===== config.mk =====
export PLATFORM = sky130hd
export DESIGN_NAME = smg_out_fifo
export DESIGN_NICKNAME = d
export VERILOG_FILES = /design/src/rtl/core/smg_pkg.sv /design/src/rtl/core/smg_out_fifo.sv
export SDC_FILE = /design/constraint.sdc
export NUM_CORES = 1
export LEC_CHECK = 0
export ABC_CLOCK_PERIOD_IN_PS = 4300
export BUFFER_PORTS_ARGS = -buffer_cell sky130_fd_sc_hd__buf_4
export CAP_MARGIN = 20
export CORE_ASPECT_RATIO = 0.5
export CORE_MARGIN = 2
export CORE_UTILIZATION = 36
export CTS_CLUSTER_DIAMETER = 30
export CTS_CLUSTER_SIZE = 24
export DETAILED_ROUTE_END_ITERATION = 12
export GPL_TIMING_DRIVEN = 0
export PLACE_DENSITY = 0.6
export SLEW_MARGIN = 20
export SYNTH_ARGS = -nofsm -noshare
export SYNTH_HDL_FRONTEND = slang
export SYNTH_SLANG_ARGS = --single-unit

===== constraint.sdc =====
create_clock -name clk -period 4.3 [get_ports clk]
set_clock_uncertainty 0.15 [all_clocks]
set_input_delay 0 -clock clk [delete_from_list [all_inputs] [get_ports clk]]
set_output_delay 0 -clock clk [all_outputs]
set_load 0.01 [all_outputs]

===== src/rtl/core/smg_pkg.sv =====
// smg_pkg: shared types, constants and the neighbourhood growth function
// for the stochastic mask growth block; no dependencies
`default_nettype none

package smg_pkg;

  // line buffer geometry
  localparam int MAX_WIDTH  = 1024;
  localparam int COL_W      = $clog2(MAX_WIDTH);
  localparam int CFG_W      = 11;
  localparam int DRAW_W     = 7;
  localparam int ROW_OUT_W  = 10;
  localparam logic [CFG_W-1:0] HEIGHT_LIMIT = 11'd1024;

  // chance weights
  localparam logic [6:0] CHANCE_EDGE  = 7'd15;
  localparam logic [6:0] CHANCE_INNER = 7'd10;

  // configuration register indexes
  localparam logic [1:0] REG_IMAGE_WIDTH  = 2'd0;
  localparam logic [1:0] REG_IMAGE_HEIGHT = 2'd1;
  localparam logic [1:0] REG_GROW_VALUE   = 2'd2;

  // output queue
  localparam int FIFO_DEPTH = 8;
  localparam int FIFO_AW    = $clog2(FIFO_DEPTH);

  // one line buffer entry: pixel two rows up, draw and pixel of the row above
  typedef struct packed {
    logic              older;
    logic [DRAW_W-1:0] draw;
    logic              pix;
  } smg_line_t;

  // one result item
  typedef struct packed {
    logic                 pixel;
    logic [COL_W-1:0]     col;
    logic [ROW_OUT_W-1:0] row;
    logic                 last;
  } smg_result_t;

  // new value of the middle-row pixel at window slot 1 or 2
  function automatic logic smg_grow(input logic [8:0] win, input logic slot_hi,
                                    input logic [CFG_W-1:0] ccol,
                                    input logic [CFG_W-1:0] row,
                                    input logic [CFG_W-1:0] w,
                                    input logic [CFG_W-1:0] h,
                                    input logic gv, input logic [DRAW_W-1:0] dr);
    int         s;
    int         slot;
    int         col;
    int         rw;
    logic [3:0] bi;
    logic [6:0] chance;
    logic       center;
    s      = slot_hi ? 2 : 1;
    center = win[4'(s * 3 + 1)];
    chance = '0;
    for (int ds = -1; ds <= 1; ds++) begin
      for (int lv = 0; lv <= 2; lv++) begin
        slot = s + ds;
        col  = int'(ccol) + ds;
        rw   = int'(row) - 2 + lv;
        if (slot <= 2 && col >= 0 && col < int'(w) && !(ds == 0 && lv == 1) &&
            rw >= 0 && rw < int'(h)) begin
          bi = 4'(slot * 3 + lv);
          if (win[bi] == gv) begin
            chance = chance + ((col == 0 || rw == 0) ? CHANCE_EDGE : CHANCE_INNER);
          end
        end
      end
    end
    return (center != gv && dr < chance) ? gv : center;
  endfunction

endpackage

`default_nettype wire


===== src/rtl/core/smg_out_fifo.sv =====
// smg_out_fifo: result queue taking up to two results per cycle and giving
// one; depends on smg_pkg
`default_nettype none

module smg_out_fifo (
  input  wire                           clk,
  input  wire                           rst,
  input  wire [1:0]                     wr_count,
  input  wire smg_pkg::smg_result_t     wr_data0,
  input  wire smg_pkg::smg_result_t     wr_data1,
  input  wire                           pop,
  output smg_pkg::smg_result_t          rd_data,
  output logic                          rd_valid,
  output logic [smg_pkg::FIFO_AW:0]     level
);
  import smg_pkg::*;

  smg_result_t        mem [FIFO_DEPTH];
  logic [FIFO_AW-1:0] wr_ptr;
  logic [FIFO_AW-1:0] rd_ptr;
  logic [FIFO_AW-1:0] wr_ptr1;
  logic               do_pop;

  assign wr_ptr1 = wr_ptr + 1'b1;
  assign do_pop  = pop && rd_valid;

  // storage
  always_ff @(posedge clk) begin
    if (wr_count != 2'd0) begin
      mem[wr_ptr] <= wr_data0;
    end
    if (wr_count == 2'd2) begin
      mem[wr_ptr1] <= wr_data1;
    end
  end

  // pointers and fill level
  always_ff @(posedge clk) begin
    if (rst) begin
      wr_ptr <= '0;
      rd_ptr <= '0;
      level  <= '0;
    end else begin
      wr_ptr <= wr_ptr + FIFO_AW'(wr_count);
      if (do_pop) begin
        rd_ptr <= rd_ptr + 1'b1;
      end
      level <= level + (FIFO_AW + 1)'(wr_count) - (FIFO_AW + 1)'(do_pop);
    end
  end

  assign rd_valid = (level != '0);
  assign rd_data  = mem[rd_ptr];

endmodule

`default_nettype wire


==> results of run 1 <==
## how the worst min path moves through the flow
stage                start        end  slack, ps  depth (start not counted)
6_report               pop  rd_ptr[0]        280                          4
5_1_grt        wr_data0[1]  mem[7][1]        320                          3
4_1_cts                pop  rd_ptr[0]        270                          4
3_5_place_dp           pop  rd_ptr[0]        160                          3
3_3_place_gp           pop  rd_ptr[0]        140                          3
2_1_floorplan          pop  flip-flop         -1                          2
## cell usage in the layout (no fill, tap or decap), drive strengths merged, types with 2 or more instances in the layout
master	n
a21oi	2
a31o	3
buf	110
bufinv	4
clkbuf	25
clkinv	7
clkinvlp	2
dfxtp	13
dlygate4sd3	71
edfxtp	176
fa	2
ha	8
inv	9
mux2	198
mux4	44
nand2	7
nand2b	5
nand3	4
nand4b	2
nor2	8
nor2b	3
o21ai	9
o22ai	2
o31ai	2
xnor2	2
xor2	2
## cell families after synthesis
kind of cell    Yosys count  share of synthesized area, %
fa+ha+maj                10                          1.47
flops                   189                          58.2
xor+xnor                  4                         0.525
simple gates             34                          2.24
buf+inv                  40                          2.35
compound gates           20                          1.31
mux                     243                          33.9
## flip-flops by register name (all words and copies together) (netlist names), named ones only
name / cells
mem: 176
level: 4
rd_ptr: 3
wr_ptr: 3
## final cells by class
cell class | instances | area share [%]
flip-flops and latches | 189 | 45.6
clock buffers | 19 | 3.56
inverters | 9 | 0.278
well taps | 352 | 3.62
plain buffers | 31 | 1.56
multi-input cells | 311 | 31.8
repair buffers | 156 | 12.1
clock inverters | 13 | 1.42
## worst max-delay path: cells and delay by family (launching register included)
family | cells | cell delay [ps]
buffers and inverters | 2 | 870
and+or+nand+nor | 2 | 720
adders and majority gates | 1 | 440
DFF | 1 | 400
muxes | 1 | 360
## timing repair
item                      4_1_cts  5_1_grt
hold buffers                   71        0
gates resized for setup         0        0
hold endpoints to repair      189        0
## through the flow
stage	power [mW]	util, %	TNS (ps)
finish	5.22	46.3	0
global route	5.43	46.3	0
CTS	5.26	46.3	0
detailed placement	3.55	41.3	0
global placement	3.48	40.2	-49390
floorplan	3.03	-	0
## power breakdown
group | switching (mW) | internal, mW | leakage, nW
logic | 0.618 | 0.673 | 2.13
registers | 0.0557 | 2.21 | 1.72
clock network | 0.690 | 0.967 | 0.287
total | 1.36 | 3.85 | 4.14
## per-layer routing
metal  global-route usage (%)  wire, um  part of all wire [%]  up-vias
met5                        0         0                     0        -
met4                     3.36       142                  0.60        0
met3                     2.99      1060                   4.5       11
met2                     28.4     11200                    47       99
met1                     25.5     11400                    48     2843
li1                         -         -                     -     2531
==> results.yml, run 1 <==
grt:
  grt_max_degree: 17
  overflow: 0
  first_global_vias: 5967
  antenna_found_initial: 0
  track_usage_pct: 17.7
  grt_pass1_wl_mm: 36.5
setup_path:
  required_ps: 4330
  critPathCapture: "mem[6][14]"
  arrival_ps: 3230
  r2r_slack_ps: 1100
  crit_path_end_kind: "flip-flop"
  cpPeakStageDelay_ps: 560
  path_max_fanout: 10
  reg2reg_depth: 6
  r2r-start: "wr_ptr[1]"
  crit_start: "wr_ptr[1]"
  cp_cell_sequence: "ha_1, nand4b_1, nor2_1, buf_4, mux2_2, dlygate4sd3_1"
  critPathSlowestCell: "dlygate4sd3_1"
  reg2reg_to: "mem[6][14]"
  crit_type: "reg -> reg"
  cp-start-kind: "flip-flop"
layout:
  regArea_um2: 5550
  n_antenna_cell: 0
  fillCellCount: 2259
  design_area_um2: 12200
  multi_input_comb_area_um2: 3860
  drive_above_1_share_pct: 54.0
  area_delta_synth_final_pct: 27.5
  final_nets: 774
  final_cells: 1080
clock_tree:
  cts_max_level: 4
  clock_latency_ps: 430
  postCtsSetupBuffers: 0
  cts_buffers: 17
  clkTransAtPathRegs_ps: 70
  clockRootBuffer: "clkbuf_16"
  cts.sinks: 189
  cts_tree: "yes"
  cts_max_path_buffers: 2
sta:
  grt_setup_unrepaired: "false"
  timing.final.crit_share_pct: 74.4
  fin_hold_ws_ps: 281
  setup_viol: 0
  max_slew.worst_pin.slew_ps: 947
  timing.fmax_ghz: 0.312
  slew_viol_final: 0
  hold_viol: 0
  max_slew_margin_pct: 36.8
  finalWorstSetupSlack_ps: 1100
  period_minus_slack_ps: 3200
hold_path:
  hold_class: "in -> reg"
logic_synthesis:
  ys_top_cells_by_area: "edfxtp_1 55%, mux2_2 23%, mux4_2 10%"
  synth.distinct_cells: 40
  ys_seq_area_share_pct: 58.2
  ys.warnings.count: 0
  async_flop_share_pct: 0
  syn_inst: 540
  yosysTopAreaCell: "edfxtp_1"
  synth-edff-count: 176
  yosysMostFrequentCell: "mux2_2"
  synth-seq-cells: 189
  synthFlopType: "edfxtp_1"
  syn_avg_cell_area_um2: 17.7
  synth.cell_area_um2: 9530
  synth_nets: 599
  netlist.area_leader.share_pct: 55.4
  synth_commonest_cells: "192 x mux2_2, 176 x edfxtp_1, 44 x mux4_2"
power:
  peakVddDrop_mv: 0.313
  p_leak_nw: 4.14
  p_per_area_nw_per_um2: 429
route:
  dr_total_vias: 5484
  drt_wl_total_mm: 23.8
  drt-initial-drc-count: 494
  viasPerCell: 5.08
  drtAntennaViolNets: 0
  drt_pre_antenna_iters: 5
  drc: 0
  wl_per_cell_um: 22.0
floorplan:
  initial_core_util_pct: 36.4
  design.portCount: 76
  die_area_um2: 27900
  die_w_um: 234
  fp-row-count: 42
  core-area_um2: 26200
  die_h_um: 119
placed_design:
  placed_cells: 977
  place.gp.congestion: 0.758
  place_hpwl_mm: 15.5
  pre_cts_slack_ps: 1590
  io_buffers: 75
  placed_area_um2: 10800
outcome:
  status: "finished, final reports clean"
run:
  drv_cap: 0
Power figures use the tool's default switching activity.
==> inputs of run 2 (changes only) <==
--- a/config.mk
+++ b/config.mk
@@ -5,7 +5,7 @@
 export SDC_FILE = /design/constraint.sdc
 export NUM_CORES = 1
 export LEC_CHECK = 0
-export ABC_CLOCK_PERIOD_IN_PS = 4300
+export ABC_CLOCK_PERIOD_IN_PS = 3200
 export BUFFER_PORTS_ARGS = -buffer_cell sky130_fd_sc_hd__buf_4
 export CAP_MARGIN = 20
 export CORE_ASPECT_RATIO = 0.5
==> constraint.sdc (replaced) <==
create_clock -name clk -period 3.2 [get_ports clk]
set_clock_uncertainty 0.15 [all_clocks]
set_input_delay 0 -clock clk [delete_from_list [all_inputs] [get_ports clk]]
set_output_delay 0 -clock clk [all_outputs]
set_load 0.01 [all_outputs]
==> run 2 against run 1 <==
Combinational power grew 35%. Critical path type unchanged. Setup slack worse by 920 ps. Flip-flop and latch count is the same. Highest routed layer unchanged. Critical path depth unchanged. Clock power rose by 34%.
==> results.yml, run 2 (synthesis gave the netlist of run 1 again) <==
outcome:
  status: "finished, final reports clean"
setup_path:
  path_max_fanout: 10
  cpPeakStageDelay_ps: 550
  crit_path_end_kind: "flip-flop"
  cp-start-kind: "flip-flop"
  arrival_ps: 3050
  cp_cell_sequence: "ha_1, xor2_2, nand3_2, buf_6, mux2_4, dlygate4sd3_1"
  critPathSlowestCell: "dlygate4sd3_1"
  required_ps: 3240
  crit_type: "reg -> reg"
placed_design:
  place_hpwl_mm: 15.5
  placed_area_um2: 10800
  io_buffers: 75
  place.gp.congestion: 0.758
  pre_cts_slack_ps: 486
clock_tree:
  cts_tree: "yes"
  cts_max_path_buffers: 2
  clkTransAtPathRegs_ps: 70
  cts_max_level: 4
  cts_buffers: 17
  clockRootBuffer: "clkbuf_16"
  cts.sinks: 189
  clock_latency_ps: 430
power:
  p_int_mw: 5.18
  p_per_area_nw_per_um2: 576
  seqPwrFrac_pct: 43.5
  p_leak_nw: 4.15
  power_frac_comb_pct: 24.8
  fin_total_pwr_mw: 7.01
  peakVddDrop_mv: 0.420
  switching_share_pct: 26.1
  power.switching_mw: 1.83
  clockPowerShare_pct: 31.7
route:
  drt-initial-drc-count: 491
  viasPerCell: 5.10
  drt_wl_total_mm: 23.8
  dr_total_vias: 5515
  wl_per_cell_um: 22.0
  drtAntennaViolNets: 0
  drt_pre_antenna_iters: 4
  drc: 0
grt:
  grt_use_met3_pct: 2.99
  first_global_vias: 5967
  grt_max_degree: 17
  grt_use_met1_pct: 25.5
  grt_pass1_wl_mm: 36.5
  antenna_found_initial: 0
  use_met2_pct: 28.4
  top_usage_layer: "met2"
  overflow: 0
  track_usage_pct: 17.7
sta:
  finalWorstSetupSlack_ps: 183
  hold_viol: 0
  timing.final.crit_share_pct: 94.3
  fin_hold_ws_ps: 281
  period_minus_slack_ps: 3020
  max_slew.worst_pin.slew_ps: 957
  timing.fmax_ghz: 0.331
  setup_viol: 0
  grt_setup_unrepaired: "false"
  max_slew_margin_pct: 36.2
  slew_viol_final: 0
layout:
  final_nets: 775
  regMostFlops: "mem"
  mostFrequentLayoutCell: "mux2_2"
  layout_common_cells: "192 x mux2_2, 176 x edfxtp_1, 84 x buf_4"
  drive_above_1_share_pct: 54.3
  design_area_um2: 12200
  reg_top3: "mem: 176 flops, level: 4 flops"
  area_delta_synth_final_pct: 27.6
  n_antenna_cell: 0
  fillCellCount: 2258
  final_core_util_pct: 46.4
  largest_register_ffs: 176
floorplan:
  core-area_um2: 26200
  fp-row-count: 42
  die_w_um: 234
  design.portCount: 76
  initial_core_util_pct: 36.4
  die_area_um2: 27900
  die_h_um: 119
run:
  drv_cap: 0
hold_path:
  hold_class: "in -> reg"
run 2: worst paths after layout:
check | start | end | slack [ps] | cells past startpoint
worst max register to register | wr_ptr[1] | mem[7][17] | 180 | 6
worst max-delay path | wr_ptr[1] | mem[7][17] | 180 | 6
worst min register to register | rd_ptr[1] | flip-flop | 360 | 2
worst min-delay path | pop | rd_ptr[0] | 280 | 4
run 2: routing by layer:
layer,share of wire [%],up-vias
met5,0,-
met4,0.51,0
met3,3.5,8
met2,47,96
met1,49,2880
li1,-,2531
run 2: timing repair:
action / 4_1_cts / 5_1_grt
setup buffers: 0 / 1
resized for setup: 0 / 2
hold endpoints to repair: 189 / 0
setup endpoints to repair: 0 / 4
hold buffers: 71 / 0
run 2: worst max-delay path: cells and delay by family, from the launching register on:
family | cells | cell delay, ps
buffers and inverters | 2 | 800
DFF | 1 | 510
xor gates and xnor gates | 1 | 400
adders and majority gates | 1 | 330
muxes | 1 | 290
and+or+nand+nor | 1 | 270
run 2: final cells by class:
cell class | instances | area (um^2) | area share, %
Buffer | 31 | 190 | 1.56
Clock buffer | 19 | 433 | 3.56
Clock inverter | 13 | 173 | 1.42
Inverter | 9 | 33.8 | 0.278
Multi-Input combinational cell | 311 | 3870 | 31.8
Sequential cell | 189 | 5550 | 45.6
Tap cell | 352 | 440 | 3.62
Timing Repair Buffer | 157 | 1480 | 12.2
run 2: power groups by stage:
stage          logic (mW)  clock network (mW)  registers [mW]
2_1_floorplan       0.978                   0            3.09
3_3_place_gp         1.56                   0            3.12
3_5_place_dp         1.67                   0            3.10
4_1_cts              1.76                2.26            3.05
5_1_grt              1.89                2.35            3.07
6_report             1.74                2.23            3.05
run 2: metrics by stage:
stage	std cells	setup TNS [ps]
4_1_cts	1080	0
3_3_place_gp	967	-230300
2_1_floorplan	540	0
5_1_grt	1081	0
3_5_place_dp	977	0
6_report	1081	0
